**src/rtl/core/nbcfg_pkg.sv**
```systemverilog
// Shared types, register offsets and reset defaults for the host bridge
// configuration space. No dependencies; used by nbcfg_wrule and the top level.
package nbcfg_pkg;

   localparam int CONFIG_SPACE_BYTES = 256;
   localparam int ADDR_W             = $clog2(CONFIG_SPACE_BYTES);

   // request opcodes
   localparam logic [2:0] OP_CFG_READ  = 3'd0;
   localparam logic [2:0] OP_CFG_WRITE = 3'd1;
   localparam logic [2:0] OP_SMM_ENTER = 3'd2;
   localparam logic [2:0] OP_SMM_EXIT  = 3'd3;
   localparam logic [2:0] OP_RESET_EVT = 3'd4;

   // register offsets
   localparam logic [ADDR_W-1:0] REG_COMMAND_LO = 8'h04;
   localparam logic [ADDR_W-1:0] REG_COMMAND_HI = 8'h05;
   localparam logic [ADDR_W-1:0] REG_STATUS_LO  = 8'h06;
   localparam logic [ADDR_W-1:0] REG_STATUS_HI  = 8'h07;
   localparam logic [ADDR_W-1:0] REG_PAM0       = 8'h59;
   localparam logic [ADDR_W-1:0] REG_PAM1       = 8'h5A;
   localparam logic [ADDR_W-1:0] REG_PAM6       = 8'h5F;
   localparam logic [ADDR_W-1:0] REG_SMRAM      = 8'h72;
   localparam logic [ADDR_W-1:0] REG_BAR_FIRST  = 8'h10;
   localparam logic [ADDR_W-1:0] REG_BAR_LAST   = 8'h4E;

   localparam logic [7:0] PAM0_RESET_VALUE = 8'h0F;

   // SMRAM control bits
   localparam int SMRAM_D_OPEN   = 3;
   localparam int SMRAM_D_LCK    = 4;
   localparam int SMRAM_GLOBAL_EN = 6;

   // memory windows
   localparam logic [19:0] BIOS_BASE     = 20'hF0000;
   localparam logic [17:0] BIOS_SIZE     = 18'h10000;
   localparam logic [19:0] OPTROM_BASE   = 20'hC0000;
   localparam logic [17:0] OPTROM_SIZE   = 18'h04000;
   localparam logic [19:0] SMRAM_BASE    = 20'hA0000;
   localparam logic [17:0] SMRAM_SIZE    = 18'h20000;

   typedef enum logic [0:0] {
      ST_IDLE = 1'b0,
      ST_EXEC = 1'b1
   } state_type;

   typedef struct packed {
      logic        kind;
      logic [7:0]  read_data;
      logic [19:0] region_base;
      logic [17:0] region_size;
      logic        read_internal;
      logic        write_internal;
      logic        last;
   } result_type;

   // write-back and result count from the rule logic
   typedef struct packed {
      logic              store;
      logic [ADDR_W-1:0] addr;
      logic [7:0]        value;
      logic [1:0]        n_res;
   } wr_ctl_type;

   function automatic logic [7:0] default_byte(input logic [ADDR_W-1:0] a);
      logic [7:0] d;
      d = 8'h00;
      if (a inside {[8'h60:8'h64]}) begin
         d = 8'h02;
      end else begin
         case (a)
            8'h00:   d = 8'h86;
            8'h01:   d = 8'h80;
            8'h02:   d = 8'h30;
            8'h03:   d = 8'h70;
            8'h04:   d = 8'h06;
            8'h07:   d = 8'h02;
            8'h0B:   d = 8'h06;
            8'h52:   d = 8'h42;
            8'h53:   d = 8'h14;
            8'h56:   d = 8'h52;
            8'h57:   d = 8'h01;
            8'h67:   d = 8'h11;
            8'h69:   d = 8'h03;
            8'h70:   d = 8'h20;
            8'h72:   d = 8'h02;
            8'h74:   d = 8'h0E;
            8'h78:   d = 8'h23;
            default: d = 8'h00;
         endcase
      end
      return d;
   endfunction

endpackage

```
**src/rtl/core/northbridge_pci_config_space_core.sv**
```systemverilog
// Host bridge PCI configuration space: 256-byte memory, PAM and SMRAM rules.
// Request capture and memory read happen on the accepting edge; rule logic and
// write-back run in the execute state, which pushes the results into the
// output queue. No new request is taken until that read-modify-write of the
// single-port configuration memory is done; a full 2-entry output queue adds stalls.
// Reset: per-entry valid bits clear at once, unwritten bytes read as defaults.
module northbridge_pci_config_space_core (
   input  logic        clock,
   input  logic        reset,
   input  logic        req_tvalid,
   output logic        req_tready,
   input  logic [2:0]  req_tuser,   // opcode
   input  logic [23:0] req_tdata,   // function_number, register_address, write_data, pad
   output logic        rsp_tvalid,
   input  logic        rsp_tready,
   output logic        rsp_tuser,   // result_kind
   output logic [47:0] rsp_tdata,   // read_data, region_base, region_size,
                                    // read_internal, write_internal
   output logic        rsp_tlast
);

   localparam int AW = nbcfg_pkg::ADDR_W;

   nbcfg_pkg::state_type  st_ff, st_in;
   logic [7:0]            mem [nbcfg_pkg::CONFIG_SPACE_BYTES];
   logic [nbcfg_pkg::CONFIG_SPACE_BYTES-1:0] vld_ff;
   logic [7:0]            rd_ff;
   logic                  rd_vld_ff;
   logic [2:0]            op_ff;
   logic [2:0]            fn_ff;
   logic [AW-1:0]         addr_ff;
   logic [7:0]            data_ff;

   nbcfg_pkg::result_type q_ff [2];
   logic                  head_ff;
   logic [1:0]            count_ff, count_in;

   logic                  accept;
   logic                  wr_go;
   logic                  pop;
   logic                  tail;
   logic [AW-1:0]         rd_addr;
   logic [7:0]            old_byte;
   nbcfg_pkg::wr_ctl_type ctl;
   nbcfg_pkg::result_type res0, res1;

   assign accept = req_tvalid && req_tready;
   assign pop    = rsp_tvalid && rsp_tready;
   assign tail   = head_ff ^ count_ff[0];

   // SMM events look at the SMRAM byte, the reset event at PAM0
   always_comb begin
      case (req_tuser)
         nbcfg_pkg::OP_SMM_ENTER: rd_addr = nbcfg_pkg::REG_SMRAM;
         nbcfg_pkg::OP_SMM_EXIT:  rd_addr = nbcfg_pkg::REG_SMRAM;
         nbcfg_pkg::OP_RESET_EVT: rd_addr = nbcfg_pkg::REG_PAM0;
         default:                 rd_addr = req_tdata[10:3];
      endcase
   end

   always_ff @(posedge clock) begin
      if (reset) begin
         st_ff <= nbcfg_pkg::ST_IDLE;
      end else begin
         st_ff <= st_in;
      end
   end

   always_comb begin
      st_in      = st_ff;
      req_tready = 1'b0;
      wr_go      = 1'b0;
      case (st_ff)
         nbcfg_pkg::ST_IDLE: begin
            req_tready = 1'b1;
            if (req_tvalid) begin
               st_in = nbcfg_pkg::ST_EXEC;
            end
         end
         nbcfg_pkg::ST_EXEC: begin
            // hold until the output queue has room for every result
            if ({1'b0, count_ff} + {1'b0, ctl.n_res} <= 3'd2) begin
               wr_go = 1'b1;
               st_in = nbcfg_pkg::ST_IDLE;
            end
         end
         default: begin
            st_in = nbcfg_pkg::ST_IDLE;
         end
      endcase
   end

   // request capture and memory read
   always_ff @(posedge clock) begin
      if (accept) begin
         op_ff     <= req_tuser;
         fn_ff     <= req_tdata[2:0];
         addr_ff   <= rd_addr;
         data_ff   <= req_tdata[18:11];
         rd_ff     <= mem[rd_addr];
         rd_vld_ff <= vld_ff[rd_addr];
      end
   end

   always_ff @(posedge clock) begin
      if (wr_go && ctl.store) begin
         mem[ctl.addr] <= ctl.value;
      end
   end

   always_ff @(posedge clock) begin
      if (reset) begin
         vld_ff <= '0;
      end else if (wr_go && ctl.store) begin
         vld_ff[ctl.addr] <= 1'b1;
      end
   end

   assign old_byte = rd_vld_ff ? rd_ff : nbcfg_pkg::default_byte(addr_ff);

   nbcfg_wrule u_wrule (
      .op   (op_ff),
      .fn   (fn_ff),
      .addr (addr_ff),
      .data (data_ff),
      .old  (old_byte),
      .ctl  (ctl),
      .res0 (res0),
      .res1 (res1)
   );

   // output queue
   always_comb begin
      count_in = count_ff - {1'b0, pop};
      if (wr_go) begin
         count_in = count_in + ctl.n_res;
      end
   end

   always_ff @(posedge clock) begin
      if (reset) begin
         head_ff  <= 1'b0;
         count_ff <= 2'd0;
      end else begin
         count_ff <= count_in;
         if (pop) begin
            head_ff <= ~head_ff;
         end
      end
   end

   always_ff @(posedge clock) begin
      if (wr_go && (ctl.n_res != 2'd0)) begin
         q_ff[tail] <= res0;
      end
      if (wr_go && (ctl.n_res == 2'd2)) begin
         q_ff[~tail] <= res1;
      end
   end

   assign rsp_tvalid = (count_ff != 2'd0);
   assign rsp_tuser  = q_ff[head_ff].kind;
   assign rsp_tlast  = q_ff[head_ff].last;
   assign rsp_tdata  = {q_ff[head_ff].write_internal, q_ff[head_ff].read_internal,
                        q_ff[head_ff].region_size, q_ff[head_ff].region_base,
                        q_ff[head_ff].read_data};

   a_queue_bound: assert property (@(posedge clock) disable iff (reset)
      count_ff <= 2'd2)
      else $error("output queue count out of range");

   a_accept_exec: assert property (@(posedge clock) disable iff (reset)
      accept |=> (st_ff == nbcfg_pkg::ST_EXEC))
      else $error("accepted word did not enter execute");

   a_no_overflow: assert property (@(posedge clock) disable iff (reset)
      wr_go |-> ({1'b0, count_ff} + {1'b0, ctl.n_res} <= 3'd2))
      else $error("results pushed into a full queue");

   a_bar_protect: assert property (@(posedge clock) disable iff (reset)
      (wr_go && ctl.store) |->
         !((ctl.addr >= nbcfg_pkg::REG_BAR_FIRST) && (ctl.addr <= nbcfg_pkg::REG_BAR_LAST)))
      else $error("write stored into read-only range");

endmodule

```
**src/rtl/core/nbcfg_wrule.sv**
```systemverilog
// Write filtering and attribute-update generation for one request, given the
// old byte read from the configuration memory. Depends on nbcfg_pkg.
module nbcfg_wrule (
   input  logic [2:0]                  op,
   input  logic [2:0]                  fn,
   input  logic [nbcfg_pkg::ADDR_W-1:0] addr,
   input  logic [7:0]                  data,
   input  logic [7:0]                  old,
   output nbcfg_pkg::wr_ctl_type       ctl,
   output nbcfg_pkg::result_type       res0,
   output nbcfg_pkg::result_type       res1
);

   function automatic nbcfg_pkg::result_type upd(input logic [19:0] base,
                                                 input logic [17:0] size,
                                                 input logic [1:0]  attr);
      nbcfg_pkg::result_type r;
      r                = '0;
      r.kind           = 1'b1;
      r.region_base    = base;
      r.region_size    = size;
      r.read_internal  = attr[0];
      r.write_internal = attr[1];
      return r;
   endfunction

   logic                         do_wr;
   logic [7:0]                   wdata;
   logic [7:0]                   v;
   logic [7:0]                   diff;
   logic [2:0]                   pam_idx;
   logic [19:0]                  pam_base;
   logic                         hit0;
   logic                         hit1;
   nbcfg_pkg::result_type        c0;
   nbcfg_pkg::result_type        c1;

   always_comb begin
      do_wr    = 1'b0;
      wdata    = data;
      v        = data;
      diff     = 8'h00;
      pam_idx  = 3'd0;
      pam_base = nbcfg_pkg::OPTROM_BASE;
      hit0     = 1'b0;
      hit1     = 1'b0;
      c0       = '0;
      c1       = '0;
      ctl      = '0;
      ctl.addr = addr;

      case (op)
         nbcfg_pkg::OP_CFG_READ: begin
            hit0         = 1'b1;
            c0.read_data = (fn != 3'd0) ? 8'hFF : old;
         end
         nbcfg_pkg::OP_CFG_WRITE: begin
            do_wr = (fn == 3'd0);
         end
         nbcfg_pkg::OP_SMM_ENTER: begin
            hit0 = old[nbcfg_pkg::SMRAM_D_OPEN];
            c0   = upd(nbcfg_pkg::SMRAM_BASE, nbcfg_pkg::SMRAM_SIZE, 2'b11);
         end
         nbcfg_pkg::OP_SMM_EXIT: begin
            hit0 = old[nbcfg_pkg::SMRAM_D_OPEN];
            c0   = upd(nbcfg_pkg::SMRAM_BASE, nbcfg_pkg::SMRAM_SIZE, 2'b00);
         end
         nbcfg_pkg::OP_RESET_EVT: begin
            do_wr = 1'b1;
            wdata = nbcfg_pkg::PAM0_RESET_VALUE;
         end
         default: begin
            do_wr = 1'b0;
         end
      endcase

      if (do_wr) begin
         v         = wdata;
         ctl.store = 1'b1;
         if ((addr >= nbcfg_pkg::REG_BAR_FIRST) &&
             (addr <= nbcfg_pkg::REG_BAR_LAST)) begin
            ctl.store = 1'b0;
         end else if (addr inside {[8'h00:8'h03], [8'h08:8'h0C], 8'h0E}) begin
            ctl.store = 1'b0;
         end else if (addr >= nbcfg_pkg::REG_PAM1 && addr <= nbcfg_pkg::REG_PAM6) begin
            diff     = old ^ v;
            pam_idx  = 3'(addr - nbcfg_pkg::REG_PAM1);
            pam_base = nbcfg_pkg::OPTROM_BASE + ({17'd0, pam_idx} << 15);
            hit0     = |diff[3:0];
            hit1     = |diff[7:4];
            c0 = upd(pam_base, nbcfg_pkg::OPTROM_SIZE, v[1:0]);
            c1 = upd(pam_base + 20'h04000, nbcfg_pkg::OPTROM_SIZE, v[5:4]);
         end else begin
            case (addr)
               nbcfg_pkg::REG_COMMAND_LO: v = (wdata & 8'h02) | 8'h04;
               nbcfg_pkg::REG_COMMAND_HI: v = 8'h00;
               nbcfg_pkg::REG_STATUS_LO:  v = 8'h00;
               nbcfg_pkg::REG_STATUS_HI:  v = (wdata & 8'h80) | 8'h02;
               nbcfg_pkg::REG_PAM0: begin
                  diff = old ^ v;
                  hit1 = |diff[7:4];
                  c1   = upd(nbcfg_pkg::BIOS_BASE, nbcfg_pkg::BIOS_SIZE, v[5:4]);
               end
               nbcfg_pkg::REG_SMRAM: begin
                  // lock is sticky; once locked, D_OPEN drops and the global enable holds
                  v = (wdata & 8'h78) | 8'h02 | (old & 8'h10);
                  if (v[nbcfg_pkg::SMRAM_D_LCK]) begin
                     v = (v & 8'hB7) | (old & 8'h40);
                  end
                  hit0 = old[nbcfg_pkg::SMRAM_GLOBAL_EN] ^ v[nbcfg_pkg::SMRAM_GLOBAL_EN];
                  c0   = upd(nbcfg_pkg::SMRAM_BASE, nbcfg_pkg::SMRAM_SIZE,
                             {2{v[nbcfg_pkg::SMRAM_GLOBAL_EN]}});
               end
               default: v = wdata;
            endcase
         end
      end

      ctl.value = v;
      ctl.n_res = {1'b0, hit0} + {1'b0, hit1};
   end

   // compact candidates so results fill from slot 0 and mark the final one
   always_comb begin
      res0      = hit0 ? c0 : c1;
      res1      = c1;
      res0.last = (ctl.n_res == 2'd1);
      res1.last = 1'b1;
   end

endmodule
```
**config.mk**
```make
export PLATFORM = sky130hd
export DESIGN_NAME = northbridge_pci_config_space_core
export DESIGN_NICKNAME = d
export VERILOG_FILES = /design/src/rtl/core/nbcfg_pkg.sv /design/src/rtl/core/northbridge_pci_config_space_core.sv /design/src/rtl/core/nbcfg_wrule.sv
export SDC_FILE = /design/constraint.sdc
export NUM_CORES = 2
export LEC_CHECK = 0
export ABC_AREA = 1
export BUFFER_PORTS_ARGS = -buffer_cell sky130_fd_sc_hd__buf_2
export CORE_MARGIN = 2
export CORE_UTILIZATION = 40
export DETAILED_ROUTE_END_ITERATION = 6
export SYNTH_ARGS = -nofsm -noshare
export SYNTH_HDL_FRONTEND = slang
export SYNTH_SLANG_ARGS = --single-unit
```
**constraint.sdc**
```tcl
create_clock -name clock -period 14.3 [get_ports clock]
set_input_delay 3.575 -clock clock [delete_from_list [all_inputs] [get_ports clock]]
set_output_delay 3.575 -clock clock [all_outputs]
set_load 0.05 [all_outputs]
```
After elaboration in Yosys (flattened, before gate mapping)
Memories as Yosys holds them, arrays and structs flattened. A register that Yosys moved wholly into a read port is not among the register bits.
Index checks and enable logic that the tools add are counted.
{"block": "word_totals", "ff_bits": 283, "mem_bits_rw": 2148, "output_inout_bits": 52, "mem_count": 2}
{"block": "op_classes", "add_sub_neg": 7, "n_lt_le_gt_ge": 14, "n_eq_ne": 29, "n_mux": 65, "bitwise_logic": 9, "n_reduce_logical": 25}
{"name": "mem", "words": 256, "width": 8, "rd": 1, "rd_ports_with_merged_regs": 1, "wr": 1, "line": "northbridge_pci_config_space_core.sv:25", "text": "logic [7:0] mem [nbcfg_pkg::CONFIG_SPACE_BYTES];"}
{"name": "q_ff", "words": 2, "width": 50, "rd": 1, "rd_ports_with_merged_regs": 1, "wr": 2, "line": "northbridge_pci_config_space_core.sv:34", "text": "nbcfg_pkg::result_type q_ff [2];"}
{"cell": "$mux 50", "n": 11}
{"cell": "$or 256x256->256", "n": 1}
{"cell": "$mux 8", "n": 15}
{"cell": "$pmux 8 s15", "n": 1}
{"cell": "$eq 8x7->1 const B", "n": 11}
{"cell": "$pmux 41 s2", "n": 1}
{"cell": "$eq 8x3->1 const B", "n": 4}
{"cell": "$pmux 8 s4", "n": 1}
{"cell": "$mux 1", "n": 29}
{"cell": "$le 8x7->1 const B", "n": 3}
{"cell": "$add 19x19->20 const A", "n": 1}
{"cell": "$add 20x15->20 const B", "n": 1}
{"cell": "$lt 8x9->1 const B", "n": 2}
{"cell": "$eq 8x2->1 const B", "n": 2}
{"cell": "$eq 8x4->1 const B", "n": 2}
{"cell": "$ge 8x1->1 const B", "n": 2}
{"cell": "$ge 8x7->1 const B", "n": 2}
{"cell": "$pmux 8 s2", "n": 1}
{"cell": "$eq 3x2->1 const B", "n": 4}
{"cell": "$logic_and 1x1->1", "n": 11}
{"cell": "$reduce_or 2->1", "n": 5}
{"cell": "$bmux 1 s8", "n": 1}
{"cell": "$demux 1 s8", "n": 1}
{"cell": "$eq 8x1->1 const B", "n": 1}
{"cell": "other kinds (26)", "n": 36}

Depth between registers and ports, before layout
{"block": "depth", "depth_word": 27, "depth_mapped": 32, "ltp_nobuf": 30}

By module
A second synthesis with hierarchy kept.
{"block": "unflattened", "cells_unflattened": 10545, "hier_area_um2": 108395.2}
{"mod": "northbridge_pci_config_space_core", "instances": 1, "cells_per_inst": 10239, "area_per_inst_um2": 106717.4}
{"mod": "nbcfg_wrule", "instances": 1, "cells_per_inst": 306, "area_per_inst_um2": 1677.9}

Worst setup path after synthesis
OpenSTA, ideal clock, no wires.
{"block": "synth_timing", "path_type": "register to register", "startpoint": "register addr_ff[7]", "endpoint": "memory mem[0][1], data pin", "t_arrival_ns": 11.522, "path_slack_ns": 0.539, "path_stages_with_launch": 8, "period_less_slack_ns": 13.761, "cell_sequence": "edfxtp_1 -> inv_1 -> nand2_1 -> nor2_1 -> nand2_2 -> nand2_1 -> nor2_1 -> o31ai_1"}
{"element": "start, declared", "line": "northbridge_pci_config_space_core.sv:31", "text": "logic [AW-1:0] addr_ff;"}
{"element": "start signal, assigned", "line": "northbridge_pci_config_space_core.sv:98", "text": "addr_ff <= rd_addr;"}
{"element": "end, declared", "line": "northbridge_pci_config_space_core.sv:25"}

Final worst setup path
{"block": "layout_timing", "startpoint": "input req_tuser[1]", "endpoint": "register rd_ff[2] (read register of mem), data pin"}
{"block": "layout_between", "elab_chain_cells": 3}
{"element": "start, declared", "line": "northbridge_pci_config_space_core.sv:12", "text": "input logic [2:0] req_tuser,"}
{"element": "$eq 3x2->1", "line": "northbridge_pci_config_space_core.sv:53", "text": "case (req_tuser)"}
{"element": "$reduce_or 2->1 (no source line)"}
{"element": "$pmux 8 s2 *", "line": "northbridge_pci_config_space_core.sv:53"}
{"element": "end, declared", "line": "northbridge_pci_config_space_core.sv:27", "text": "logic [7:0] rd_ff;"}
Mark *: on every way between the ends. The rest lies on a longest branch, timed or not.
A chain may end at the register's enable or synchronous reset.

==> impl_metrics.py <==
metrics = {
    "outcome": {
        "status": "complete, no violations",
    },
    "floorplan": {
        "die_w_um": 498,
        "core_area_um2": 243000,
        "fp-row-count": 181,
        "die_area_um2": 248000,
        "start_util": 0.402,
        "io_pins": 83,
        "die_h_um": 498,
    },
    "timing": {
        "holdWs_ps": 423,
        "setup_tns_ps": 0,
        "finalMaxSlewViolations": 0,
        "worstMarginPinSlew_ps": 1170,
        "rsz0062_at_grt": "false",
        "hold_viol_final": 0,
        "timing.slew.headroom": 0.223,
        "finalCritPeriodShare": 0.561,
        "setup_violations": 0,
        "fin_ws_ps": 6280,
        "skew_ps": 49.0,
        "min_period_ps": 8020,
        "fmax_mhz": 125,
    },
    "cells_and_area": {
        "instances_no_fill": 12380,
        "post-route-util": 0.453,
        "area_delta_synth_final_pct": 12.7,
        "final_area_um2": 110000,
        "fillers": 22118,
        "nNetsFinal": 9023,
        "layout-drive-gt1-share": 0.0593,
    },
    "logic_synthesis": {
        "synth_cells": 8578,
        "synth-seq-cells": 2380,
        "synth_warnings": 0,
        "synth.distinct_cells": 48,
        "seq_area_frac_synth": 0.703,
        "synth_area_per_cell_um2": 11.4,
        "syn_area_um2": 97600,
    },
    "power_and_ir_drop": {
        "power_mw": 15.2,
        "peakVddDrop_uv": 139,
        "p_leak_nw": 40.3,
        "powerDensity_nw_per_um2": 138,
    },
    "worst_setup_path": {
        "critPathSlowestCell": "buf_4",
        "path_cells": "buf_2 > nor2_1 > nand2_2 > nand2_8 > buf_4 > buf_4 > buf_4 > nand2_1 > o211ai_1 > o211ai_1 > nand3_1 > nand3_1 > nand3_1 > nand3_1 > nand3_1 > nand2_1",
        "critPathMaxStageDelay_ps": 790,
        "crit_path_frequent_cell": "nand3_1",
        "critPathKind": "input pin to flop",
        "required_ps": 14920,
        "path_max_fanout": 107,
        "start_kind": "input pin",
        "cp.arrival_ps": 8640,
        "critPathCaptureType": "flop",
    },
    "routing": {
        "drt-wirelength-per-cell_um": 19.9,
        "drc": 0,
        "first_pass_iters": 6,
        "vias_per_cell": 5.21,
        "vias": 64468,
        "routed_wl_mm": 246,
        "drtIter0Drc": 6405,
        "antenna_left": 0,
    },
    "clocking": {
        "insertion_delay_ps": 890,
        "cts_hold_buf": 0,
        "cts_setup_buffers": 0,
        "cts.sinks": 2380,
        "clockRootBuffer": "clkbuf_16",
        "ctsLongestPathBuffers": 3,
        "cts_buffers": 229,
        "cts_resized": 0,
        "cts_tree": "yes",
        "cts_max_level": 4,
        "clk_pin_slew_ps": 60,
    },
    "placed_design": {
        "globalplace.congestion": 0.866,
        "dp_hpwl_mm": 135,
        "dp_slack_ps": 5440,
        "io_buffers": 48,
        "placed_area_um2": 103000,
        "dp_cells": 11953,
    },
    "grt": {
        "grt_pass1_vias": 60977,
        "grt-ovfl-total": 0,
        "antenna_found_initial": 3,
        "grt_usage": 0.195,
        "grt_max_degree": 204,
        "grt_pass1_wl_mm": 372,
    },
    "flow_run": {
        "maxCapViolations": 0,
    },
    "worst_hold_path": {
        "hold_class": "flop to flop",
    },
}
-- flip-flops by register name, summed over array words and instances, names as in the netlist, named ones only --
name       cells
op_ff          3
data_ff        8
head_ff        1
vld_ff       256
rd_ff          8
st_ff          1
addr_ff        8
rd_vld_ff      1
q_ff          40
fn_ff          3
mem         2048
count_ff       2
-- per-layer routing --
metal  GRT usage  vias to the layer above  routed length, um
li1            -                    30356                  -
met1       0.271                    31497             107000
met2       0.313                     2232             114000
met3      0.0316                      381              18500
met4      0.0594                        2               6880
met5           0                        -                 13
-- power by group --
group / leakage, nW / internal [mW] / switching (mW)
clock: 3.57 / 3.29 / 2.59
sequential: 21.6 / 7.81 / 0.0522
combinational: 15.1 / 0.341 / 1.11
total: 40.3 / 11.4 / 3.75
-- synthesized netlist by cell type, drive strengths merged --
cell	instances	share of area
nor3b	1	0.00019
o22ai	6	0.00038
clkinv	7	0.00027
conb	1	0.000038
a22oi	1	0.000077
edfxtp	2099	0.65
nor2	791	0.031
o31ai	1	0.000077
a21oi	86	0.0044
a21boi	1	0.000077
nand3	1116	0.057
clkbuf	280	0.011
and2	1	0.000064
mux2i	1	0.00010
or2	3	0.00019
dfxtp	281	0.058
o21ai	431	0.022
o21bai	1	0.000077
nand3b	1	0.000077
xnor2	2	0.00018
a22o	2	0.00018
nand4	4	0.00026
o221ai	1	0.000090
fa	1	0.00021
mux2	10	0.0012
buf	300	0.016
o2111ai	3	0.00027
nor3	9	0.00068
a31oi	7	0.00045
o211ai	764	0.059
nor4	1	0.000064
a21o	1	0.000077
inv	772	0.030
a211oi	3	0.00023
nand2	1580	0.061
ha	9	0.0012
-- worst paths after layout --
path / from / endpoint / slack [ps] / cells after the start
worst min-delay path: vld_ff[48] / vld_ff[48] / 420 / 2
worst max-delay path: req_tuser[1] / rd_ff[2] / 6280 / 16
worst min register to register: vld_ff[48] / vld_ff[48] / 420 / 2
worst max register to register: addr_ff[7] / mem[237][3] / 6520 / 24
-- worst max-delay path: cells and delay by family --
kind                   cells  cell delay [ps]
buffers and inverters      4             2500
AND/OR/NAND/NOR           10             2010
AO/OA/AOI/OAI              2              250
-- final cells by class --
class                      instances  area [um^2]  share of cell area
inverter                         779         2960              0.0269
sequential                      2380        68700               0.624
clock inverter                    98          835             0.00759
multi-input combinational       5443        26000               0.236
timing repair buffer             149         1160              0.0105
tap                             3202         4010              0.0364
antenna                            2         5.00           0.0000455
clock buffer                     327         6430              0.0585
-- logic make-up (layout without fill, tap and decap cells) --
| group | Yosys count | after routing | share of synthesized area |
|---|---|---|---|
| AND/OR/NAND/NOR | 3507 | 3507 | 0.150 |
| flip-flops | 2380 | 2380 | 0.703 |
| buffers and inverters | 1359 | 1353 | 0.0563 |
| AO/OA/AOI/OAI | 1308 | 1308 | 0.0874 |
| multiplexers | 11 | 11 | 0.00126 |
| adder cells (fa/ha/maj) | 10 | 10 | 0.00136 |
| XOR/XNOR | 2 | 2 | 0.000179 |
| other | 1 | 607 | 0.0000384 |
-- cells in the final DEF (no fill, tap or decap), types with 9 or more instances in the layout --
cell type and instances:
nand2_1 1573, ha_1 9, buf_2 47, o21ai_0 422, bufinv_16 9, mux2_2 10, buf_4 89, clkbuf_1 69
o211ai_1 764, nor2_1 782, edfxtp_1 2099, conb_1 605, clkbuf_8 25, inv_1 756, dfxtp_1 281, nand3_1 1113
buf_12 12, a21oi_1 83, clkbuf_16 233, clkinv_1 36, inv_6 9, clkinv_2 42
Power figures use the tool's default switching activity.
